### src/sv/utt_pkg.sv
package utt_pkg;

    localparam int unsigned UnitW    = 16;
    localparam int unsigned ByteW    = 8;
    localparam int unsigned CpW      = 21;
    localparam int unsigned JobBytes = 6;
    localparam int unsigned CountW   = 3;
    localparam int unsigned QDepth   = 2;

    localparam logic [UnitW-1:0] HighFirst = 16'hd800;
    localparam logic [UnitW-1:0] HighLast  = 16'hdbff;
    localparam logic [UnitW-1:0] LowFirst  = 16'hdc00;
    localparam logic [UnitW-1:0] LowLast   = 16'hdfff;
    localparam logic [CpW-1:0]   SuppBase  = 21'h10000;
    localparam logic [CpW-1:0]   Replace   = 21'h0fffd;
    localparam logic [CpW-1:0]   Max1Byte  = 21'h0007f;
    localparam logic [CpW-1:0]   Max2Byte  = 21'h007ff;
    localparam logic [CpW-1:0]   Max3Byte  = 21'h0ffff;
    localparam logic [ByteW-1:0] Lead2     = 8'hc0;
    localparam logic [ByteW-1:0] Lead3     = 8'he0;
    localparam logic [ByteW-1:0] Lead4     = 8'hf0;
    localparam logic [ByteW-1:0] ContMark  = 8'h80;

    // Bytes of one input item, in emission order from index 0
    typedef struct packed {
        logic [JobBytes-1:0][ByteW-1:0] bytes;
        logic [CountW-1:0]              count;
        logic                           str_last;
    } job_t;

    typedef struct packed {
        logic [3:0][ByteW-1:0] b;
        logic [CountW-1:0]     len;
    } enc_t;

    function automatic enc_t utf8_encode(input logic [CpW-1:0] cp);
        enc_t e;
        e = '0;
        if (cp <= Max1Byte) begin
            e.b[0] = cp[7:0];
            e.len  = CountW'(1);
        end
        else if (cp <= Max2Byte) begin
            e.b[0] = Lead2 | {3'b000, cp[10:6]};
            e.b[1] = ContMark | {2'b00, cp[5:0]};
            e.len  = CountW'(2);
        end
        else if (cp <= Max3Byte) begin
            e.b[0] = Lead3 | {4'b0000, cp[15:12]};
            e.b[1] = ContMark | {2'b00, cp[11:6]};
            e.b[2] = ContMark | {2'b00, cp[5:0]};
            e.len  = CountW'(3);
        end
        else begin
            e.b[0] = Lead4 | {5'b00000, cp[20:18]};
            e.b[1] = ContMark | {2'b00, cp[17:12]};
            e.b[2] = ContMark | {2'b00, cp[11:6]};
            e.b[3] = ContMark | {2'b00, cp[5:0]};
            e.len  = CountW'(4);
        end
        return e;
    endfunction

endpackage

### src/sv/utf16_to_utf8_transcoder.sv
// Throughput: one output byte per cycle while out_stall is low and requests are queued; a unit yields 0 to 6 bytes
// (none for a held high surrogate, 1 to 3 for a BMP unit, 4 for a surrogate pair).
// A two-entry queue parts input from output; requests are taken while bytes drain.
// Reset (rst_n low, asynchronous) drops any pending high surrogate, empties the
// queue and clears the output valid.
module utf16_to_utf8_transcoder
    import utt_pkg::*;
(
    input  logic             clk,
    input  logic             rst_n,
    input  logic             in_valid,
    output logic             in_stall,
    input  logic [UnitW-1:0] code_unit,
    input  logic             last_unit,
    output logic             out_valid,
    input  logic             out_stall,
    output logic [ByteW-1:0] utf8_byte,
    output logic             run_last,
    output logic             string_last
);

    logic q_full;
    logic q_push;
    logic q_avail;
    logic q_pop;
    job_t push_job;
    job_t pop_job;

    utt_front u_front (
        .clk       (clk),
        .rst_n     (rst_n),
        .in_valid  (in_valid),
        .in_stall  (in_stall),
        .code_unit (code_unit),
        .last_unit (last_unit),
        .q_full    (q_full),
        .q_push    (q_push),
        .q_job     (push_job)
    );

    utt_queue u_queue (
        .clk      (clk),
        .rst_n    (rst_n),
        .push     (q_push),
        .push_job (push_job),
        .full     (q_full),
        .pop      (q_pop),
        .avail    (q_avail),
        .pop_job  (pop_job)
    );

    utt_back u_back (
        .clk         (clk),
        .rst_n       (rst_n),
        .q_avail     (q_avail),
        .q_job       (pop_job),
        .q_pop       (q_pop),
        .out_valid   (out_valid),
        .out_stall   (out_stall),
        .utf8_byte   (utf8_byte),
        .run_last    (run_last),
        .string_last (string_last)
    );

endmodule

### src/sv/utt_front.sv
module utt_front
    import utt_pkg::*;
(
    input  logic             clk,
    input  logic             rst_n,
    input  logic             in_valid,
    output logic             in_stall,
    input  logic [UnitW-1:0] code_unit,
    input  logic             last_unit,
    input  logic             q_full,
    output logic             q_push,
    output job_t             q_job
);

    logic       high_pending_reg;
    logic       high_pending_next;
    logic [9:0] high_bits_reg;
    logic [9:0] high_bits_next;

    logic           accept;
    logic           is_high;
    logic           is_low;
    logic           pair;
    logic           pre_fffd;
    logic           main_has;
    logic [CpW-1:0] main_cp;
    enc_t           main_enc;
    enc_t           pre_enc;

    assign in_stall = q_full;
    assign accept   = in_valid && !q_full;

    assign is_high  = (code_unit >= HighFirst) && (code_unit <= HighLast);
    assign is_low   = (code_unit >= LowFirst) && (code_unit <= LowLast);
    assign pair     = high_pending_reg && is_low;
    assign pre_fffd = high_pending_reg && !is_low;
    assign main_has = !(is_high && !last_unit);

    always_comb
    begin
        priority if (pair)
            main_cp = SuppBase + {1'b0, high_bits_reg, code_unit[9:0]};
        else if (is_high || is_low)
            main_cp = Replace;
        else
            main_cp = {5'b00000, code_unit};
    end

    assign main_enc = utf8_encode(main_cp);
    assign pre_enc  = utf8_encode(Replace);

    always_comb
    begin
        q_job          = '0;
        q_job.str_last = last_unit;
        if (pre_fffd)
        begin
            for (int i = 0; i < 3; i++)
            begin
                q_job.bytes[i] = pre_enc.b[i];
            end
            if (main_has)
            begin
                for (int i = 0; i < 3; i++)
                begin
                    q_job.bytes[i+3] = main_enc.b[i];
                end
            end
            q_job.count = pre_enc.len + (main_has ? main_enc.len : CountW'(0));
        end
        else
        begin
            for (int i = 0; i < 4; i++)
            begin
                q_job.bytes[i] = main_enc.b[i];
            end
            q_job.count = main_has ? main_enc.len : CountW'(0);
        end
    end

    // A stored high surrogate with nothing else gives no request downstream
    assign q_push = accept && (q_job.count != CountW'(0));

    always_comb
    begin
        high_pending_next = high_pending_reg;
        high_bits_next    = high_bits_reg;
        if (accept)
        begin
            high_pending_next = is_high && !last_unit;
            high_bits_next    = (is_high && !last_unit) ? code_unit[9:0] : 10'd0;
        end
    end

    always_ff @(posedge clk or negedge rst_n)
    begin
        if (!rst_n)
        begin
            high_pending_reg <= 1'b0;
            high_bits_reg    <= 10'd0;
        end
        else
        begin
            high_pending_reg <= high_pending_next;
            high_bits_reg    <= high_bits_next;
        end
    end

endmodule

### src/sv/utt_queue.sv
module utt_queue
    import utt_pkg::*;
(
    input  logic clk,
    input  logic rst_n,
    input  logic push,
    input  job_t push_job,
    output logic full,
    input  logic pop,
    output logic avail,
    output job_t pop_job
);

    localparam int unsigned PtrW = (QDepth > 1) ? $clog2(QDepth) : 1;
    localparam int unsigned CntW = $clog2(QDepth + 1);

    job_t            mem_reg [QDepth];
    logic [PtrW-1:0] wr_ptr_reg;
    logic [PtrW-1:0] wr_ptr_next;
    logic [PtrW-1:0] rd_ptr_reg;
    logic [PtrW-1:0] rd_ptr_next;
    logic [CntW-1:0] count_reg;
    logic [CntW-1:0] count_next;
    logic            do_push;
    logic            do_pop;

    assign full    = (count_reg == CntW'(QDepth));
    assign avail   = (count_reg != CntW'(0));
    assign pop_job = mem_reg[rd_ptr_reg];
    assign do_push = push && !full;
    assign do_pop  = pop && avail;

    always_comb
    begin
        wr_ptr_next = wr_ptr_reg;
        rd_ptr_next = rd_ptr_reg;
        count_next  = count_reg;
        if (do_push)
        begin
            wr_ptr_next = (wr_ptr_reg == PtrW'(QDepth - 1)) ? '0 : wr_ptr_reg + 1'b1;
        end
        if (do_pop)
        begin
            rd_ptr_next = (rd_ptr_reg == PtrW'(QDepth - 1)) ? '0 : rd_ptr_reg + 1'b1;
        end
        unique case ({do_push, do_pop})
            2'b10:   count_next = count_reg + 1'b1;
            2'b01:   count_next = count_reg - 1'b1;
            default: count_next = count_reg;
        endcase
    end

    always_ff @(posedge clk or negedge rst_n)
    begin
        if (!rst_n)
        begin
            wr_ptr_reg <= '0;
            rd_ptr_reg <= '0;
            count_reg  <= '0;
        end
        else
        begin
            wr_ptr_reg <= wr_ptr_next;
            rd_ptr_reg <= rd_ptr_next;
            count_reg  <= count_next;
        end
    end

    always_ff @(posedge clk)
    begin
        if (do_push)
        begin
            mem_reg[wr_ptr_reg] <= push_job;
        end
    end

endmodule

### src/sv/utt_back.sv
module utt_back
    import utt_pkg::*;
(
    input  logic             clk,
    input  logic             rst_n,
    input  logic             q_avail,
    input  job_t             q_job,
    output logic             q_pop,
    output logic             out_valid,
    input  logic             out_stall,
    output logic [ByteW-1:0] utf8_byte,
    output logic             run_last,
    output logic             string_last
);

    job_t              cur_reg;
    job_t              cur_next;
    logic [CountW-1:0] idx_reg;
    logic [CountW-1:0] idx_next;
    logic              busy_reg;
    logic              busy_next;
    logic              out_valid_reg;
    logic              out_valid_next;
    logic [ByteW-1:0]  byte_reg;
    logic              run_last_reg;
    logic              string_last_reg;

    logic advance;
    logic finish;
    logic load;

    assign advance = busy_reg && (!out_valid_reg || !out_stall);
    assign finish  = advance && (idx_reg == cur_reg.count - CountW'(1));
    // Take the next request in the same cycle as the last byte of this one
    assign load    = q_avail && (!busy_reg || finish);
    assign q_pop   = load;

    always_comb
    begin
        cur_next  = cur_reg;
        idx_next  = idx_reg;
        busy_next = busy_reg;
        if (load)
        begin
            cur_next  = q_job;
            idx_next  = '0;
            busy_next = 1'b1;
        end
        else if (finish)
        begin
            busy_next = 1'b0;
        end
        else if (advance)
        begin
            idx_next = idx_reg + 1'b1;
        end
    end

    always_comb
    begin
        out_valid_next = out_valid_reg;
        if (advance)
            out_valid_next = 1'b1;
        else if (!out_stall)
            out_valid_next = 1'b0;
    end

    always_ff @(posedge clk or negedge rst_n)
    begin
        if (!rst_n)
        begin
            busy_reg      <= 1'b0;
            idx_reg       <= '0;
            out_valid_reg <= 1'b0;
        end
        else
        begin
            busy_reg      <= busy_next;
            idx_reg       <= idx_next;
            out_valid_reg <= out_valid_next;
        end
    end

    always_ff @(posedge clk)
    begin
        cur_reg <= cur_next;
        if (advance)
        begin
            byte_reg        <= cur_reg.bytes[idx_reg];
            run_last_reg    <= finish;
            string_last_reg <= finish && cur_reg.str_last;
        end
    end

    assign out_valid   = out_valid_reg;
    assign utf8_byte   = byte_reg;
    assign run_last    = run_last_reg;
    assign string_last = string_last_reg;

endmodule

### config.mk
export PLATFORM = sky130hd
export DESIGN_NAME = utf16_to_utf8_transcoder
export DESIGN_NICKNAME = d
export VERILOG_FILES = /design/src/sv/utt_pkg.sv /design/src/sv/utf16_to_utf8_transcoder.sv /design/src/sv/utt_front.sv /design/src/sv/utt_queue.sv /design/src/sv/utt_back.sv
export SDC_FILE = /design/constraint.sdc
export NUM_CORES = 1
export LEC_CHECK = 0
export BUFFER_PORTS_ARGS = -buffer_cell sky130_fd_sc_hd__buf_2
export CAP_MARGIN = 20
export CORE_UTILIZATION = 51
export DETAILED_ROUTE_END_ITERATION = 10
export GPL_TIMING_DRIVEN = 0
export PLACE_DENSITY = 0.75
export SLEW_MARGIN = 30
export SYNTH_ARGS = -nofsm -noshare
export SYNTH_HDL_FRONTEND = slang
export SYNTH_SLANG_ARGS = --single-unit
### constraint.sdc
create_clock -name clk -period 4.62 [get_ports clk]
set_input_delay 1.386 -clock clk [delete_from_list [all_inputs] [get_ports clk]]
set_output_delay 1.386 -clock clk [all_outputs]
set_load 0.02 [all_outputs]
==> results.json <==
{
  "cp-start-kind": "input pin",
  "reg2reg_slack_ps": 950,
  "path_depth": 12,
  "grt_pass1_vias": 4747,
  "cts-htree-levels": 4,
  "synth_top_flop_cell": "edfxtp_1",
  "syn-instance-count": 538,
  "status": "finished, violations left",
  "antenna_cells": 0,
  "slowest_delay_ps": 440,
  "clock_sinks": 174,
  "grt.total_usage_pct": 23.1,
  "core-area_mm2": 0.0146,
  "yosys.area.top_type": "edfxtp_1",
  "powerDensity_mw_per_mm2": 573,
  "ys_async_sr_fraction_pct": 11.5,
  "max_cap_violations": 0,
  "peakVddDrop_mv": 0.301,
  "cp-end-kind": "register",
  "io_buffers": 31,
  "largest_reg_flops": 96,
  "slew_headroom_pct": 40.4,
  "dp_hpwl_mm": 11.6,
  "cp_top_family": "compound AO/OA/AOI/OAI gates",
  "grt_max_degree": 48,
  "initialDrtViolationCount": 583,
  "worst_pin_slew_ps": 886,
  "finalHoldViolations": 0,
  "fillers": 1090,
  "viasPerCell": 5.94,
  "setup_violations": 0,
  "yosysUniqueCellTypes": 64,
  "fin_crit_sh_pct": 94.3,
  "cts_tree": "yes",
  "max-clock-path-buffers": 2,
  "drv_slew": 0,
  "hp-class": "reg2reg",
  "gp_congestion": 0.910,
  "wl_per_cell_um": 21.1,
  "yosysSeqAreaShare_pct": 66.6,
  "total_power_mw": 5.05,
  "antenna_found_initial": 0,
  "synth_enable_flop_cells": 154,
  "io_pins": 33,
  "cts_buffers": 17,
  "layout-drive-gt1-share_pct": 25.8,
  "dieWidth_um": 125,
  "final_common_cell": "edfxtp_1",
  "row_count": 44,
  "rsz0062_at_grt": "no",
  "ant_nets": 0,
  "hold_buffers": 0,
  "via_count": 4703,
  "cp.required_ps": 4760,
  "cts_root_buffer": "clkbuf_16",
  "syn_nets": 564,
  "leakage_nw": 3.13,
  "crit_top_cell": "buf_2",
  "yosysTopAreaCellShare_pct": 60.1,
  "yosys_warnings": 0,
  "wirelength_mm": 16.7,
  "grt_overflow": 0,
  "final_util_pct": 60.2,
  "cp.arrival_ps": 4500,
  "drc": 2,
  "reg2reg_depth": 11,
  "die_area_mm2": 0.0156,
  "first_pass_iters": 8,
  "synthTopCellsByArea": "edfxtp_1 (60%), mux2_2 (7.5%), dfrtp_1 (6.5%)",
  "cp_max_fo": 17,
  "die_height_um": 125,
  "path_clk_slew_ps": 70,
  "final_cell_mix": "edfxtp_1 (154), mux2_2 (51), nand2_1 (48)",
  "syn2layout_area_growth_pct": 14.4,
  "tns_ps": 0,
  "violations": "DRC",
  "hold-path-cell-count": 2,
  "crit_type": "in2reg",
  "critical_path_buf_inv_count": 4,
  "clk_latency_ps": 440,
  "crit_chain": "buf_2 -> and4_1 -> buf_2 -> a21oi_1 -> o221a_2 -> o21ai_0 -> ha_1 -> o21ai_1 -> o31ai_4 -> nor2_4 -> buf_8 -> buf_16",
  "synth_area_mm2": 0.00770,
  "fin_skew_ps": 15.5,
  "timing.final.crit_period_ps": 4360,
  "grt_pass1_wl_mm": 26.5,
  "syn_area_per_cell_um2": 14.3,
  "crit_slowest_cell": "o221a_2",
  "start_util_pct": 52.6,
  "fmax_ghz": 0.230,
  "final_nets": 621,
  "ys_seq_elements": 174
}
-- worst min-delay path: stages (launching register included) --
cell,delay (ps)
dfrtp_1,340
nand2_1,40
o21ai_0,60
-- power breakdown --
group          total (mW)  internal (mW)  switching (mW)  leakage, nW
clock network        1.37          0.753           0.618        0.281
registers            2.33           2.21           0.115         1.67
logic                1.35          0.570           0.776         1.18
total                5.05           3.54            1.51         3.13
-- synthesized netlist by cell type, types with 9 or more instances --
cell type  number
dfrtp_1        20
clkbuf_1       10
o21ai_0        34
xnor2_1         9
o22ai_1        11
a21oi_1        17
mux2_2         51
nor2_1         44
nand2_1        48
edfxtp_1      154
inv_1          17
nand3_1         9
-- worst paths after layout --
kind,from,to
hold / removal,u_front.high_bits_reg[3]$_DFFE_PN0P_,u_front.high_bits_reg[3]$_DFFE_PN0P_
setup reg to reg,u_front.high_pending_reg$_DFFE_PN0P_,u_queue.mem_reg[0][31]$_DFFE_PP_
setup / recovery,code_unit[11],u_queue.mem_reg[0][31]$_DFFE_PP_
hold reg to reg,u_front.high_bits_reg[3]$_DFFE_PN0P_,u_front.high_bits_reg[3]$_DFFE_PN0P_
min in group asynchronous,rst_n,u_front.high_bits_reg[5]$_DFFE_PN0P_
max in group asynchronous,rst_n,u_back.idx_reg[0]$_DFFE_PN0P_
-- metal layers --
layer  track usage (%)  share of wire, %  vias to the layer above
met5                 0                 0                        -
li1                  -                 -                     2166
met4              8.18               1.7                        0
met2              39.2                50                      209
met3              5.15               6.7                       23
met1              29.4                42                     2305
-- metrics by stage --
stage / worst slack, ps / cell area (µm²) / hold slack (ps) / std cells
final: 265 / 8810 / 479 / 792
after global routing: 64.0 / 8810 / 512 / 792
after CTS: 117 / 8810 / 485 / 792
after detailed placement: -511 / 8230 / 470 / 758
after global placement: -1480 / 8090 / 462 / 753
after floorplan: -301 / 7700 / 440 / 538
-- cells by family after synthesis --
kind of cell | synth area share, %
flops | 66.6
simple gates | 8.37
compound gates | 9.72
mux | 10.5
buf+inv | 2.32
xor+xnor | 1.67
fa+ha+maj | 0.812
-- area by class of cell --
cell class	instances	area [µm²]	share of cell area [%]
Buffer	25	115	1.31
Clock buffer	18	429	4.87
Clock inverter	14	135	1.53
Inverter	17	63.8	0.724
Multi-Input combinational cell	324	2430	27.6
Sequential cell	174	5120	58.2
Tap cell	184	230	2.61
Timing Repair Buffer	36	280	3.18
-- timing repair --
| action | 4_1_cts | 5_1_grt |
|---|---|---|
| endpoints found under the setup margin | 32 | 33 |
| endpoints found under the hold margin | 0 | 0 |
| pin swaps | 2 | 0 |
| gates resized for setup | 0 | 2 |
| gates cloned | 2 | 0 |
| setup buffers | 0 | 0 |
Note: power is estimated with default switching activity, not from simulation.
